$ cat src/hdl/rncv_pkg.sv
// Shared constants, codes and types of the color vote block.
package rncv_pkg;

   localparam int MaxColors     = 16;
   localparam int ColorIdxWidth = $clog2(MaxColors);
   localparam int CountWidth    = $clog2(MaxColors + 1);
   localparam int EntryIdxWidth = 4;
   localparam int RawWidth      = 16;
   localparam int ChanWidth     = 8;
   localparam int CentroidWidth = 3 * ChanWidth;
   localparam int WeightWidth   = 11;
   localparam int VoteWidth     = 16;
   localparam int ScoreWidth    = 16;
   localparam int DistWidth     = 18;
   localparam int NumWidth      = 25;
   localparam int RemWidth      = 24;
   localparam int StepWidth     = 4;
   localparam int ColorsCfgWidth = 5;
   localparam int CsrIdxWidth   = 3;
   localparam int CsrDataWidth  = 16;
   localparam int QueueDepth    = 2;
   localparam int QueuePtrWidth = $clog2(QueueDepth);
   localparam int QueueCntWidth = $clog2(QueueDepth + 1);

   localparam logic [StepWidth-1:0] DivFirstStep = StepWidth'(ChanWidth);
   localparam logic [ChanWidth-1:0] ChanMax      = '1;
   localparam logic [VoteWidth-1:0] VoteMax      = '1;

   localparam logic OpLoad   = 1'b0;
   localparam logic OpSample = 1'b1;

   localparam logic [CsrIdxWidth-1:0] CsrRedLow     = 3'd0;
   localparam logic [CsrIdxWidth-1:0] CsrRedHigh    = 3'd1;
   localparam logic [CsrIdxWidth-1:0] CsrGreenLow   = 3'd2;
   localparam logic [CsrIdxWidth-1:0] CsrGreenHigh  = 3'd3;
   localparam logic [CsrIdxWidth-1:0] CsrBlueLow    = 3'd4;
   localparam logic [CsrIdxWidth-1:0] CsrBlueHigh   = 3'd5;
   localparam logic [CsrIdxWidth-1:0] CsrColorsUsed = 3'd6;

   typedef struct packed {
      logic                    write_enable;
      logic [CsrIdxWidth-1:0]  index;
      logic [CsrDataWidth-1:0] data;
   } csr_write_type;

   typedef struct packed {
      logic                          opcode;
      logic [EntryIdxWidth-1:0]      entry_index;
      logic [CentroidWidth-1:0]      centroid;
      logic signed [WeightWidth-1:0] weight;
      logic [ChanWidth-1:0]          scaled_red;
      logic [ChanWidth-1:0]          scaled_green;
      logic [ChanWidth-1:0]          scaled_blue;
      logic                          window_end;
   } item_type;

   typedef enum logic [1:0] {
      FrontIdle,
      FrontDivide,
      FrontPush
   } front_state_type;

   typedef enum logic [2:0] {
      BackIdle,
      BackScan,
      BackVote,
      BackTally,
      BackScore,
      BackOutput
   } back_state_type;

endpackage

$ cat src/hdl/rncv_front.sv
// Front part: accepts items, scales sample channels with a serial divider.
module rncv_front (
   input  logic                                   clock,
   input  logic                                   reset,
   input  rncv_pkg::csr_write_type                csr,
   input  logic                                   req_valid,
   output logic                                   req_stall,
   input  logic                                   req_opcode,
   input  logic [rncv_pkg::EntryIdxWidth-1:0]     req_entry_index,
   input  logic [rncv_pkg::ChanWidth-1:0]         req_centroid_red,
   input  logic [rncv_pkg::ChanWidth-1:0]         req_centroid_green,
   input  logic [rncv_pkg::ChanWidth-1:0]         req_centroid_blue,
   input  logic signed [rncv_pkg::WeightWidth-1:0] req_entry_weight,
   input  logic [rncv_pkg::RawWidth-1:0]          req_raw_red,
   input  logic [rncv_pkg::RawWidth-1:0]          req_raw_green,
   input  logic [rncv_pkg::RawWidth-1:0]          req_raw_blue,
   input  logic                                   req_window_end,
   output logic                                   push,
   output rncv_pkg::item_type                     push_item,
   input  logic                                   queue_full
);

   rncv_pkg::front_state_type state_ff, state_in;
   logic [rncv_pkg::StepWidth-1:0] step_ff;
   rncv_pkg::item_type item_ff;
   logic [rncv_pkg::RawWidth-1:0]  low_ff  [3];
   logic [rncv_pkg::RawWidth-1:0]  high_ff [3];
   logic [rncv_pkg::RemWidth-1:0]  rem_ff  [3];
   logic [rncv_pkg::RawWidth-1:0]  den_ff  [3];
   logic [rncv_pkg::ChanWidth-1:0] quo_ff  [3];
   logic [2:0] sat_ff, zero_ff;

   logic accept;
   logic [rncv_pkg::RawWidth-1:0]  raw [3];
   logic [rncv_pkg::RemWidth-1:0]  num_abs [3];
   logic [rncv_pkg::RawWidth-1:0]  den_abs [3];
   logic [2:0] force_zero, ge;
   logic [rncv_pkg::RemWidth-1:0]  den_shift [3];
   logic [rncv_pkg::ChanWidth-1:0] scaled [3];

   assign accept = req_valid && !req_stall;
   assign raw[0] = req_raw_red;
   assign raw[1] = req_raw_green;
   assign raw[2] = req_raw_blue;

   // operand setup: signed numerator (raw - low) * 255 and divisor high - low
   always_comb begin
      for (int ch = 0; ch < 3; ch++) begin
         logic signed [rncv_pkg::RawWidth:0]   diff;
         logic signed [rncv_pkg::RawWidth:0]   den;
         logic signed [rncv_pkg::NumWidth-1:0] num;
         diff = $signed({1'b0, raw[ch]}) - $signed({1'b0, low_ff[ch]});
         den  = $signed({1'b0, high_ff[ch]}) - $signed({1'b0, low_ff[ch]});
         num  = ($signed(rncv_pkg::NumWidth'(diff)) <<< 8) - rncv_pkg::NumWidth'(diff);
         force_zero[ch] = (den == '0) || (num[rncv_pkg::NumWidth-1] != den[rncv_pkg::RawWidth]);
         num_abs[ch] = num[rncv_pkg::NumWidth-1] ?
                       rncv_pkg::RemWidth'(-num) : rncv_pkg::RemWidth'(num);
         den_abs[ch] = den[rncv_pkg::RawWidth] ?
                       rncv_pkg::RawWidth'(-den) : rncv_pkg::RawWidth'(den);
         den_shift[ch] = rncv_pkg::RemWidth'(den_ff[ch]) << step_ff;
         ge[ch] = rem_ff[ch] >= den_shift[ch];
         scaled[ch] = zero_ff[ch] ? '0 : (sat_ff[ch] ? rncv_pkg::ChanMax : quo_ff[ch]);
      end
   end

   always_comb begin
      state_in = state_ff;
      unique case (state_ff)
         rncv_pkg::FrontIdle: begin
            if (accept) begin
               state_in = (req_opcode == rncv_pkg::OpLoad) ?
                          rncv_pkg::FrontPush : rncv_pkg::FrontDivide;
            end
         end
         rncv_pkg::FrontDivide: begin
            if (step_ff == '0) state_in = rncv_pkg::FrontPush;
         end
         rncv_pkg::FrontPush: begin
            if (!queue_full) state_in = rncv_pkg::FrontIdle;
         end
         default: state_in = rncv_pkg::FrontIdle;
      endcase
   end

   always_comb begin
      req_stall = (state_ff != rncv_pkg::FrontIdle);
      push      = (state_ff == rncv_pkg::FrontPush) && !queue_full;
      push_item = item_ff;
      push_item.scaled_red   = scaled[0];
      push_item.scaled_green = scaled[1];
      push_item.scaled_blue  = scaled[2];
   end

   always_ff @(posedge clock) begin
      if (reset) begin
         state_ff <= rncv_pkg::FrontIdle;
         for (int ch = 0; ch < 3; ch++) begin
            low_ff[ch]  <= '0;
            high_ff[ch] <= '1;
         end
      end else begin
         state_ff <= state_in;
         if (csr.write_enable) begin
            unique case (csr.index)
               rncv_pkg::CsrRedLow:    low_ff[0]  <= csr.data;
               rncv_pkg::CsrRedHigh:   high_ff[0] <= csr.data;
               rncv_pkg::CsrGreenLow:  low_ff[1]  <= csr.data;
               rncv_pkg::CsrGreenHigh: high_ff[1] <= csr.data;
               rncv_pkg::CsrBlueLow:   low_ff[2]  <= csr.data;
               rncv_pkg::CsrBlueHigh:  high_ff[2] <= csr.data;
               default: ;
            endcase
         end
      end
   end

   // restoring divide, one quotient bit per cycle; first step only checks >= 256
   always_ff @(posedge clock) begin
      if (accept) begin
         item_ff.opcode      <= req_opcode;
         item_ff.entry_index <= req_entry_index;
         item_ff.centroid    <= {req_centroid_red, req_centroid_green, req_centroid_blue};
         item_ff.weight      <= req_entry_weight;
         item_ff.window_end  <= req_window_end;
         item_ff.scaled_red   <= '0;
         item_ff.scaled_green <= '0;
         item_ff.scaled_blue  <= '0;
         step_ff <= rncv_pkg::DivFirstStep;
         for (int ch = 0; ch < 3; ch++) begin
            rem_ff[ch]  <= num_abs[ch];
            den_ff[ch]  <= den_abs[ch];
            quo_ff[ch]  <= '0;
            sat_ff[ch]  <= 1'b0;
            zero_ff[ch] <= force_zero[ch];
         end
      end else if (state_ff == rncv_pkg::FrontDivide) begin
         step_ff <= step_ff - 1'b1;
         for (int ch = 0; ch < 3; ch++) begin
            if (step_ff == rncv_pkg::DivFirstStep) begin
               sat_ff[ch] <= ge[ch];
            end else if (ge[ch] && !sat_ff[ch]) begin
               rem_ff[ch] <= rem_ff[ch] - den_shift[ch];
               quo_ff[ch] <= quo_ff[ch] | (rncv_pkg::ChanWidth'(1) << step_ff[2:0]);
            end
         end
      end
   end

endmodule

$ cat src/hdl/rncv_queue.sv
// Short queue of items between the front and back parts.
module rncv_queue (
   input  logic               clock,
   input  logic               reset,
   input  logic               push,
   input  rncv_pkg::item_type push_item,
   output logic               full,
   input  logic               pop,
   output rncv_pkg::item_type pop_item,
   output logic               empty
);

   rncv_pkg::item_type entry_ff [rncv_pkg::QueueDepth];
   logic [rncv_pkg::QueuePtrWidth-1:0] wr_ptr_ff, rd_ptr_ff;
   logic [rncv_pkg::QueueCntWidth-1:0] count_ff;

   assign full     = (count_ff == rncv_pkg::QueueCntWidth'(rncv_pkg::QueueDepth));
   assign empty    = (count_ff == '0);
   assign pop_item = entry_ff[rd_ptr_ff];

   always_ff @(posedge clock) begin
      if (reset) begin
         wr_ptr_ff <= '0;
         rd_ptr_ff <= '0;
         count_ff  <= '0;
      end else begin
         if (push) wr_ptr_ff <= wr_ptr_ff + 1'b1;
         if (pop)  rd_ptr_ff <= rd_ptr_ff + 1'b1;
         if (push && !pop)      count_ff <= count_ff + 1'b1;
         else if (pop && !push) count_ff <= count_ff - 1'b1;
      end
   end

   always_ff @(posedge clock) begin
      if (push) entry_ff[wr_ptr_ff] <= push_item;
   end

endmodule

$ cat src/hdl/rncv_back.sv
// Back part: centroid walk, vote count, window tally and running score.
module rncv_back (
   input  logic                                    clock,
   input  logic                                    reset,
   input  rncv_pkg::csr_write_type                 csr,
   input  logic                                    empty,
   input  rncv_pkg::item_type                      pop_item,
   output logic                                    pop,
   output logic                                    rsp_valid,
   input  logic                                    rsp_stall,
   output logic [rncv_pkg::EntryIdxWidth-1:0]      rsp_winning_color,
   output logic [rncv_pkg::VoteWidth-1:0]          rsp_winning_votes,
   output logic signed [rncv_pkg::ScoreWidth-1:0]  rsp_total_score
);

   rncv_pkg::back_state_type state_ff, state_in;
   rncv_pkg::item_type item_ff;
   logic [rncv_pkg::CentroidWidth-1:0]     centroid_ff [rncv_pkg::MaxColors];
   logic signed [rncv_pkg::WeightWidth-1:0] weight_ff  [rncv_pkg::MaxColors];
   logic [rncv_pkg::VoteWidth-1:0]         votes_ff    [rncv_pkg::MaxColors];
   logic signed [rncv_pkg::ScoreWidth-1:0] score_ff;
   logic [rncv_pkg::CountWidth-1:0]        colors_ff;
   logic [rncv_pkg::ColorIdxWidth-1:0]     walk_ff, best_ff;
   logic [rncv_pkg::DistWidth-1:0]         best_dist_ff;
   logic [rncv_pkg::VoteWidth-1:0]         best_votes_ff;
   logic [rncv_pkg::EntryIdxWidth-1:0]     out_color_ff;
   logic [rncv_pkg::VoteWidth-1:0]         out_votes_ff;

   logic walk_last, load_ok;
   logic [rncv_pkg::DistWidth-1:0] sq_dist;
   logic [rncv_pkg::VoteWidth-1:0] walk_votes;
   logic signed [rncv_pkg::ScoreWidth:0] score_sum;
   logic signed [rncv_pkg::ScoreWidth-1:0] score_sat;
   logic [rncv_pkg::CountWidth-1:0] colors_clamped;

   assign walk_last = (rncv_pkg::CountWidth'(walk_ff) + 1'b1 == colors_ff);
   assign load_ok   = (int'(pop_item.entry_index) < rncv_pkg::MaxColors);
   assign walk_votes = votes_ff[walk_ff];

   always_comb begin
      logic signed [rncv_pkg::ChanWidth:0] dr, dg, db;
      logic signed [rncv_pkg::DistWidth-1:0] pr, pg, pb;
      logic [rncv_pkg::CentroidWidth-1:0] c;
      c  = centroid_ff[walk_ff];
      dr = $signed({1'b0, item_ff.scaled_red})   - $signed({1'b0, c[23:16]});
      dg = $signed({1'b0, item_ff.scaled_green}) - $signed({1'b0, c[15:8]});
      db = $signed({1'b0, item_ff.scaled_blue})  - $signed({1'b0, c[7:0]});
      // squares formed at full width, differences sign-extended
      pr = dr * dr;
      pg = dg * dg;
      pb = db * db;
      sq_dist = unsigned'(pr) + unsigned'(pg) + unsigned'(pb);
   end

   always_comb begin
      score_sum = $signed({score_ff[rncv_pkg::ScoreWidth-1], score_ff}) +
                  (rncv_pkg::ScoreWidth+1)'(weight_ff[best_ff]);
      if (score_sum[rncv_pkg::ScoreWidth] != score_sum[rncv_pkg::ScoreWidth-1]) begin
         score_sat = score_sum[rncv_pkg::ScoreWidth] ?
                     {1'b1, {(rncv_pkg::ScoreWidth-1){1'b0}}} :
                     {1'b0, {(rncv_pkg::ScoreWidth-1){1'b1}}};
      end else begin
         score_sat = score_sum[rncv_pkg::ScoreWidth-1:0];
      end
   end

   always_comb begin
      if (csr.data[rncv_pkg::ColorsCfgWidth-1:0] == '0) begin
         colors_clamped = rncv_pkg::CountWidth'(1);
      end else if (int'(csr.data[rncv_pkg::ColorsCfgWidth-1:0]) > rncv_pkg::MaxColors) begin
         colors_clamped = rncv_pkg::CountWidth'(rncv_pkg::MaxColors);
      end else begin
         colors_clamped = rncv_pkg::CountWidth'(csr.data[rncv_pkg::ColorsCfgWidth-1:0]);
      end
   end

   always_comb begin
      state_in = state_ff;
      unique case (state_ff)
         rncv_pkg::BackIdle: begin
            if (!empty && pop_item.opcode == rncv_pkg::OpSample) state_in = rncv_pkg::BackScan;
         end
         rncv_pkg::BackScan: begin
            if (walk_last) state_in = rncv_pkg::BackVote;
         end
         rncv_pkg::BackVote: begin
            state_in = item_ff.window_end ? rncv_pkg::BackTally : rncv_pkg::BackIdle;
         end
         rncv_pkg::BackTally: begin
            if (walk_last) state_in = rncv_pkg::BackScore;
         end
         rncv_pkg::BackScore:  state_in = rncv_pkg::BackOutput;
         rncv_pkg::BackOutput: begin
            if (!rsp_stall) state_in = rncv_pkg::BackIdle;
         end
         default: state_in = rncv_pkg::BackIdle;
      endcase
   end

   always_comb begin
      pop       = (state_ff == rncv_pkg::BackIdle) && !empty;
      rsp_valid = (state_ff == rncv_pkg::BackOutput);
      rsp_winning_color = out_color_ff;
      rsp_winning_votes = out_votes_ff;
      rsp_total_score   = score_ff;
   end

   always_ff @(posedge clock) begin
      if (reset) begin
         state_ff  <= rncv_pkg::BackIdle;
         score_ff  <= '0;
         colors_ff <= rncv_pkg::CountWidth'(1);
         for (int i = 0; i < rncv_pkg::MaxColors; i++) votes_ff[i] <= '0;
      end else begin
         state_ff <= state_in;
         if (csr.write_enable && csr.index == rncv_pkg::CsrColorsUsed) colors_ff <= colors_clamped;
         if (state_ff == rncv_pkg::BackVote && votes_ff[best_ff] != rncv_pkg::VoteMax) begin
            votes_ff[best_ff] <= votes_ff[best_ff] + 1'b1;
         end
         if (state_ff == rncv_pkg::BackScore) begin
            score_ff <= score_sat;
            for (int i = 0; i < rncv_pkg::MaxColors; i++) votes_ff[i] <= '0;
         end
      end
   end

   always_ff @(posedge clock) begin
      if (pop) begin
         item_ff <= pop_item;
         walk_ff <= '0;
         if (pop_item.opcode == rncv_pkg::OpLoad && load_ok) begin
            centroid_ff[rncv_pkg::ColorIdxWidth'(pop_item.entry_index)] <= pop_item.centroid;
            weight_ff[rncv_pkg::ColorIdxWidth'(pop_item.entry_index)]   <= pop_item.weight;
         end
      end
      if (state_ff == rncv_pkg::BackScan) begin
         walk_ff <= walk_ff + 1'b1;
         if (walk_ff == '0 || sq_dist < best_dist_ff) begin
            best_dist_ff <= sq_dist;
            best_ff      <= walk_ff;
         end
      end
      if (state_ff == rncv_pkg::BackVote) walk_ff <= '0;
      if (state_ff == rncv_pkg::BackTally) begin
         walk_ff <= walk_ff + 1'b1;
         if (walk_ff == '0 || walk_votes > best_votes_ff) begin
            best_votes_ff <= walk_votes;
            best_ff       <= walk_ff;
         end
      end
      if (state_ff == rncv_pkg::BackScore) begin
         out_color_ff <= rncv_pkg::EntryIdxWidth'(best_ff);
         out_votes_ff <= best_votes_ff;
      end
   end

endmodule

$ cat src/hdl/rgb_nearest_color_vote.sv
// Top level of the nearest-centroid color classifier with window vote.
//
//   channel | direction | handshake              | payload
//   req     | in        | req_valid / req_stall  | opcode, entry, centroid, weight, raw rgb
//   rsp     | out       | rsp_valid / rsp_stall  | winning color, votes, total score
//   csr     | in        | csr_write_enable       | csr_index, csr_write_data
//
// Front: accept, then for a sample a divide (shift/subtract divider,
// one quotient bit per cycle, three channels side by side), then push.
// Back: a sample takes a centroid walk over the colors in use, then a vote;
// a window end adds a vote walk, score and output.
// Synchronous reset clears control, votes, score and config; color entries
// hold garbage until loaded. Stalled results hold the back part and can hold the front.
module rgb_nearest_color_vote (
   input  logic                                    clock,
   input  logic                                    reset,
   input  logic                                    csr_write_enable,
   input  logic [rncv_pkg::CsrIdxWidth-1:0]        csr_index,
   input  logic [rncv_pkg::CsrDataWidth-1:0]       csr_write_data,
   input  logic                                    req_valid,
   output logic                                    req_stall,
   input  logic                                    req_opcode,
   input  logic [rncv_pkg::EntryIdxWidth-1:0]      req_entry_index,
   input  logic [rncv_pkg::ChanWidth-1:0]          req_centroid_red,
   input  logic [rncv_pkg::ChanWidth-1:0]          req_centroid_green,
   input  logic [rncv_pkg::ChanWidth-1:0]          req_centroid_blue,
   input  logic signed [rncv_pkg::WeightWidth-1:0] req_entry_weight,
   input  logic [rncv_pkg::RawWidth-1:0]           req_raw_red,
   input  logic [rncv_pkg::RawWidth-1:0]           req_raw_green,
   input  logic [rncv_pkg::RawWidth-1:0]           req_raw_blue,
   input  logic                                    req_window_end,
   output logic                                    rsp_valid,
   input  logic                                    rsp_stall,
   output logic [rncv_pkg::EntryIdxWidth-1:0]      rsp_winning_color,
   output logic [rncv_pkg::VoteWidth-1:0]          rsp_winning_votes,
   output logic signed [rncv_pkg::ScoreWidth-1:0]  rsp_total_score
);

   rncv_pkg::csr_write_type csr;
   rncv_pkg::item_type      push_item, pop_item;
   logic push, pop, queue_full, queue_empty;

   // one write bundle feeds both halves; each decodes its own registers
   assign csr.write_enable = csr_write_enable;
   assign csr.index        = csr_index;
   assign csr.data         = csr_write_data;

   rncv_front u_front (
      .clock, .reset, .csr,
      .req_valid, .req_stall, .req_opcode, .req_entry_index,
      .req_centroid_red, .req_centroid_green, .req_centroid_blue,
      .req_entry_weight, .req_raw_red, .req_raw_green, .req_raw_blue,
      .req_window_end,
      .push, .push_item, .queue_full
   );

   // two entries let the front scale the next sample while the back walks
   rncv_queue u_queue (
      .clock, .reset,
      .push, .push_item, .full(queue_full),
      .pop, .pop_item, .empty(queue_empty)
   );

   rncv_back u_back (
      .clock, .reset, .csr,
      .empty(queue_empty), .pop_item, .pop,
      .rsp_valid, .rsp_stall,
      .rsp_winning_color, .rsp_winning_votes, .rsp_total_score
   );

endmodule

$ cat config.mk
export PLATFORM = sky130hd
export DESIGN_NAME = rgb_nearest_color_vote
export DESIGN_NICKNAME = d
export VERILOG_FILES = /design/src/hdl/rncv_pkg.sv /design/src/hdl/rncv_front.sv /design/src/hdl/rncv_queue.sv /design/src/hdl/rncv_back.sv /design/src/hdl/rgb_nearest_color_vote.sv
export SDC_FILE = /design/constraint.sdc
export NUM_CORES = 2
export LEC_CHECK = 0
export BUFFER_PORTS_ARGS = -buffer_cell sky130_fd_sc_hd__buf_2
export CORE_ASPECT_RATIO = 1.1
export CORE_MARGIN = 10
export CORE_UTILIZATION = 45
export CTS_BUF_LIST = sky130_fd_sc_hd__clkbuf_2
export CTS_CLUSTER_DIAMETER = 50
export DETAILED_ROUTE_END_ITERATION = 6
export GPL_ROUTABILITY_DRIVEN = 0
export SLEW_MARGIN = 10
export SYNTH_ARGS = -nofsm -noshare
export SYNTH_HDL_FRONTEND = slang
export SYNTH_SLANG_ARGS = --single-unit
$ cat constraint.sdc
create_clock -name clock -period 13.8 [get_ports clock]
set_input_delay 2.76 -clock clock [delete_from_list [all_inputs] [get_ports clock]]
set_output_delay 2.76 -clock clock [all_outputs]
set_load 0.03 [all_outputs]
# Word-level counts from Yosys, hierarchy flattened
# Memories as Yosys holds them, arrays and structs flattened. A register that Yosys moved wholly into a read port is not among the register bits.
# Index checks and enable logic that the tools add are counted.
totals:
  ff_bits: 168
  ram_bits: 1186
  input_bits: 113
  out_inout_bits: 38
  wordCells: 307
  mem_count: 9
classes:
  addsub: 32
  mul: 3
  magnitude_cmp: 6
  eq_ne: 28
  n_shift: 4
  mux: 126
  bitwise: 31
  reduce_logical: 43
memory_table:
  columns: ["name", "words", "word_bits", "rd", "rd_clocked_by_memory_dff", "wr", "line", "source"]
  rows:
  - ["u_back.centroid_ff", 16, 24, 1, 1, 1, "rncv_back.sv:18", "logic [rncv_pkg::CentroidWidth-1:0] centroid_ff [rncv_pkg::MaxColors];"]
  - ["u_back.votes_ff", 16, 16, 2, 2, 16, "rncv_back.sv:20", "logic [rncv_pkg::VoteWidth-1:0] votes_ff [rncv_pkg::MaxColors];"]
  - ["u_back.weight_ff", 16, 11, 1, 1, 1, "rncv_back.sv:19", "logic signed [rncv_pkg::WeightWidth-1:0] weight_ff [rncv_pkg::MaxColors];"]
  - ["u_queue.entry_ff", 2, 65, 1, 1, 1, "rncv_queue.sv:13", "rncv_pkg::item_type entry_ff [rncv_pkg::QueueDepth];"]
  - ["u_front.rem_ff", 3, 24, 3, 0, 3, "rncv_front.sv:28", "logic [rncv_pkg::RemWidth-1:0] rem_ff [3];"]
  - ["u_front.den_ff", 3, 16, 3, 0, 3, "rncv_front.sv:29", "logic [rncv_pkg::RawWidth-1:0] den_ff [3];"]
  - ["+3 memories", null, null, null, null, null, null, null]
ops:
  columns: ["operator", "count"]
  rows:
  - ["16-bit 2-to-1 mux", 28]
  - ["24-bit 2-to-1 mux", 6]
  - ["16-bit by 16-bit subtractor with 17-bit output", 6]
  - ["25-bit by 17-bit subtractor with 25-bit output", 3]
  - ["24-bit >= comparator", 3]
  - ["8-bit 2-to-1 mux", 9]
  - ["24-bit negator", 3]
  - ["16-bit by 4-bit << shifter with 24-bit output", 3]
  - ["24-bit subtractor", 3]
  - ["1-bit 2-to-1 mux", 57]
  - ["9-bit by 9-bit multiplier with 18-bit output", 3]
  - ["17-bit logical NOT", 3]
  - ["16-bit negator", 3]
  - ["4-bit 2-to-1 mux", 11]
  - ["18-bit adder", 2]
  - ["1-bit OR", 28]
  - ["8-bit by 8-bit subtractor with 9-bit output", 3]
  - ["8-bit OR", 3]
  - ["18-bit < comparator", 1]
  - ["3-bit case mux with 6 select lines", 1]
  - ["16-bit by 11-bit adder with 17-bit output", 1]
  - ["16-bit by 1-bit adder with 16-bit output (second input constant)", 1]
  - ["16-bit > comparator", 1]
  - ["16-bit != test (second input constant)", 1]
  - ["other kinds (35)", 90]

# Longest topological paths before layout
depth:
  ltp_word: 10
  depth_mapped: 49
  mapped_depth_nobuf: 46

# Modules after synthesis
# From an unflattened synthesis, not the netlist that was laid out.
unflattened:
  cells_unflattened: 6362
  hier_area_um2: 80295.8
by_module_without_submodules:
  columns: ["module", "n_inst", "cells_each", "area_per_inst_um2", "seq_area_each_um2"]
  rows:
  - ["rncv_back", 1, 3123, 48969.5, 27636.5]
  - ["rncv_front", 1, 3015, 26414.1, 8708.4]
  - ["rncv_queue", 1, 224, 4912.2, 4003.8]

# Worst setup path before layout
# OpenSTA, ideal clock, no wires.
synth_path:
  path_type: "reg-to-reg"
  from: "register with a tool-made name"
  to: "register u_back.best_dist_ff[0] (netlist bit) (enable)"
  setup_time_ns: 0.375
  t_arrival_ns: 11.151
  t_required_ns: 13.425
  slack_ns: 2.274
  stages_incl_launch_ff: 46
  n_path_buf: 3
  period_less_slack_ns: 11.526
  path_cell_list: "dfxtp_1 -> clkbuf_1 -> clkbuf_1 -> buf_1 -> mux4_2 -> mux4_2 -> ha_1 -> inv_1 -> fa_1 -> a21o_1 -> a21oi_1 -> o21bai_1 -> a21oi_1 -> xnor2_1 -> inv_1 -> nor2_1 -> fa_1 -> fa_1 -> [... 10 more ...] -> ha_1 -> nor2b_1 -> o21a_1 -> o21a_1 -> o21a_1 -> o21a_1 -> o21a_1 -> o21ai_0 -> nand2b_1 -> a211oi_1 -> nor2_1 -> ha_1 -> a21o_1 -> a21oi_1 -> a21boi_0 -> o31a_1 -> or4_1 -> nand2_1"
synth_rtl:
  columns: ["element", "line", "source"]
  rows:
  - ["end signal: assignment", "rncv_back.sv:139", "best_dist_ff <= sq_dist;"]
  - ["end: declaration", "rncv_back.sv:24", "logic [rncv_pkg::DistWidth-1:0] best_dist_ff;"]

==> metrics.csv <==
stage,metric,value,unit
floorplan,Core ar.,175000,um^2
global_routing,first-pass GRT wire length,317000,um
timing,fmax,78.8,MHz
critical_path,Crit Path Max Fanout,49,
floorplan,I/O Pins,151,
clock_tree,Worst-Skew Late Latency,1.84,ns
logic_synthesis,Synth area leader,edfxtp_1,
timing,Post-Route Setup TNS,0,ns
critical_path,flop2flop setup slack,1.11,ns
final_layout,Multi-input gate area,36200,um^2
critical_path,CP Launch Type,register,
placement,placed wire-length estimate,146000,um
logic_synthesis,"EDFF count, synth",1313,
timing,skew final,0.182,ns
worst_hold_path,worst hold start,u_front.push_item[31],
final_layout,layout cells sized above 1,0.194,
logic_synthesis,synth cell count leaders,"edfxtp_1, nor2_1, inv_1",
clock_tree,worst-case clock buffer depth,4,
logic_synthesis,largest cells by area after synthesis,"edfxtp_1, mux4_2, fa_1, ha_1, nor2_1",
timing,Final Max Tran Viols,0,
clock_tree,Root Buffer,clkbuf_2,
global_routing,Total Routing Usage GR,0.213,
logic_synthesis,top-count cell post-synth,edfxtp_1,
logic_synthesis,number of distinct library cells after synthesis,101,
critical_path,slowest CP cell,dfxtp_4,
floorplan,DIE AREA,194000,um^2
global_routing,vias in the first global route,52400,
critical_path,CP Capture Type,register,
worst_hold_path,Hold WC Path Type,register to register,
critical_path,Setup CP Type,register to register,
worst_hold_path,Hold Path End,u_queue.entry_ff[1][31],
route,DRC,0,
timing,relative slew slack,0.119,
clock_tree,clock slew at reported path FFs,0.12,ns
logic_synthesis,YS warnings,0,
clock_tree,Post-CTS Resized,0,
worst_hold_path,hold depth,0,
route,Post-Route WL,210000,um
timing,actual slew at the worst max-slew pin,1.32,ns
final_layout,Finished Layout Cells,9181,
logic_synthesis,top_reg_cell synth,edfxtp_1,
clock_tree,Hold Buf Count CTS,0,
clock_tree,CTS Buf Count,357,
logic_synthesis,Avg Inst Size Synth,12.8,um^2
final_layout,Area Growth Syn to Fin,8.31,%
route,via count,51300,
critical_path,Top delay family on crit path,adder cells,
route,DR pass1 iterations,5,
route,DRT iter0 DRCs,4590,
timing,fin crit period,12.69,ns
logic_synthesis,Synthesized Nets,6974,
floorplan,die height,461,um
critical_path,Critical path buffers and inverters,6,
clock_tree,CTS sink cnt,1359,
critical_path,R2R Path End,u_back.best_dist_ff[11],
floorplan,die width,421,um
floorplan,Starting Density,0.454,
critical_path,crit-path most repeated cell,fa_1,
clock_tree,Post-CTS Repair Setup Buffers,0,
final_layout,FF+latch area,40400,um^2
final_layout,fin nets,7325,
critical_path,required time worst endpoint,15.09,ns
critical_path,Arrival @ worst endpoint,13.98,ns
critical_path,Max stage delay on crit path,0.81,ns
timing,final worst-path cycle share,0.919,
status,outcome,"finished, final reports clean",
placement,post-placement cell count,8577,
clock_tree,H-Tree Depth,5,
logic_synthesis,Seq cells post-synth,1359,
logic_synthesis,ys async rst share,0,
timing,Final Hold Fails,0,
run,total of max-cap violations,0,
placement,I/O Buffers,150,
timing,RSZ-0062 raised after global routing,false,
route,Via-to-Cell Ratio,5.59,
floorplan,row count,161,
global_routing,initial antenna violation count,14,
logic_synthesis,Mapped Area,79600,um^2
logic_synthesis,Synth Instances,6223,
route,Routed wire per std cell,22.9,um
global_routing,largest net degree at the start of global routing,85,
final_layout,fill count,15600,
logic_synthesis,"Seq/Total Area, Yosys",0.507,
timing,final-report setup violation count,0,
clock_tree,CTS tree,built,
route,Detail Route Antenna Nets,0,
critical_path,Reg2Reg Depth,39,
logic_synthesis,area fraction of the dominant cell type after synthesis,0.495,
global_routing,total grt overflow,0,
[layer usage]
layer / track usage / wire [um] / vias up / share of wire
li1: - / - / 23700 / -
met1: 0.275 / 87600 / 25400 / 0.42
met2: 0.359 / 103000 / 1770 / 0.49
met3: 0.0396 / 12900 / 422 / 0.062
met4: 0.0747 / 6720 / 4 / 0.032
met5: 0 / 24 / - / 0.00011
[cell families after synthesis]
group           after synthesis  share of synthesized area
xor+xnor                    389                     0.0429
flops                      1359                      0.507
mux                         493                      0.117
compound gates              988                     0.0795
fa+ha+maj                   653                      0.125
simple gates               1517                     0.0875
buf+inv                     824                     0.0403
[worst max-delay path by stage]
stage                         from                      end  slack [ns]  cells past startpoint
after floorplan           register   u_back.best_dist_ff[0]        2.27                     45
after detailed placement  register  u_back.best_dist_ff[12]        1.07                     39
after global routing      register  u_back.best_dist_ff[12]        0.19                     39
after CTS                 register  u_back.best_dist_ff[12]        1.01                     39
after global placement    register  u_back.best_dist_ff[12]        1.29                     38
final                     register  u_back.best_dist_ff[11]        1.11                     39
[worst register-to-register path: cells and delay by family, from the launching register on]
kind / cells / cell delay (ns)
compound gates: 13 / 2.74
xor+xnor: 1 / 0.20
fa+ha+maj: 11 / 4.73
buf+inv: 6 / 1.26
flops: 1 / 0.81
mux: 2 / 1.03
simple gates: 6 / 1.52
[cells in the final DEF, fill, tap and decap left out, drive strengths merged, types with 216 or more instances in the layout]
cell	n
mux4	344
a21oi	279
nand2	348
xnor2	266
ha	391
fa	247
clkbuf	499
o21ai	216
inv	580
buf	235
nor2	668
edfxtp	1313
[final cells by class]
| cell class | count | share of cell area |
|---|---|---|
| Timing Repair Buffer | 235 | 0.0163 |
| Clock inverter | 94 | 0.00624 |
| Sequential cell | 1359 | 0.468 |
| Multi-Input combinational cell | 4040 | 0.420 |
| Antenna cell | 10 | 0.000290 |
| Inverter | 581 | 0.0253 |
| Tap cell | 2363 | 0.0343 |
| Clock buffer | 499 | 0.0290 |
[through the flow]
stage          area (um^2)  utilization  setup slack, ns  hold WS [ns]
2_1_floorplan        79600            -             2.27         0.403
3_3_place_gp         83100        0.474             1.29         0.423
3_5_place_dp         83100        0.474             1.07         0.433
4_1_cts              86100        0.491             1.01         0.456
5_1_grt              86200        0.491            0.193         0.455
6_report             86200        0.491             1.11         0.449
[flip-flops by register name, summed over array words and instances (netlist names), 18 cells and up, named ones only]
register             count
u_front.rem_ff          72
u_back.best_dist_ff     18
u_front.quo_ff          24
u_back.centroid_ff     384
u_queue.entry_ff       130
u_front.low_ff          48
u_back.item_ff          25
u_back.weight_ff       176
u_front.high_ff         48
u_back.votes_ff        256
u_front.den_ff          48
u_front.push_item       41
Power is not shown: default switching activity piles up to over one toggle a cycle in this logic, so the estimate is an artifact.
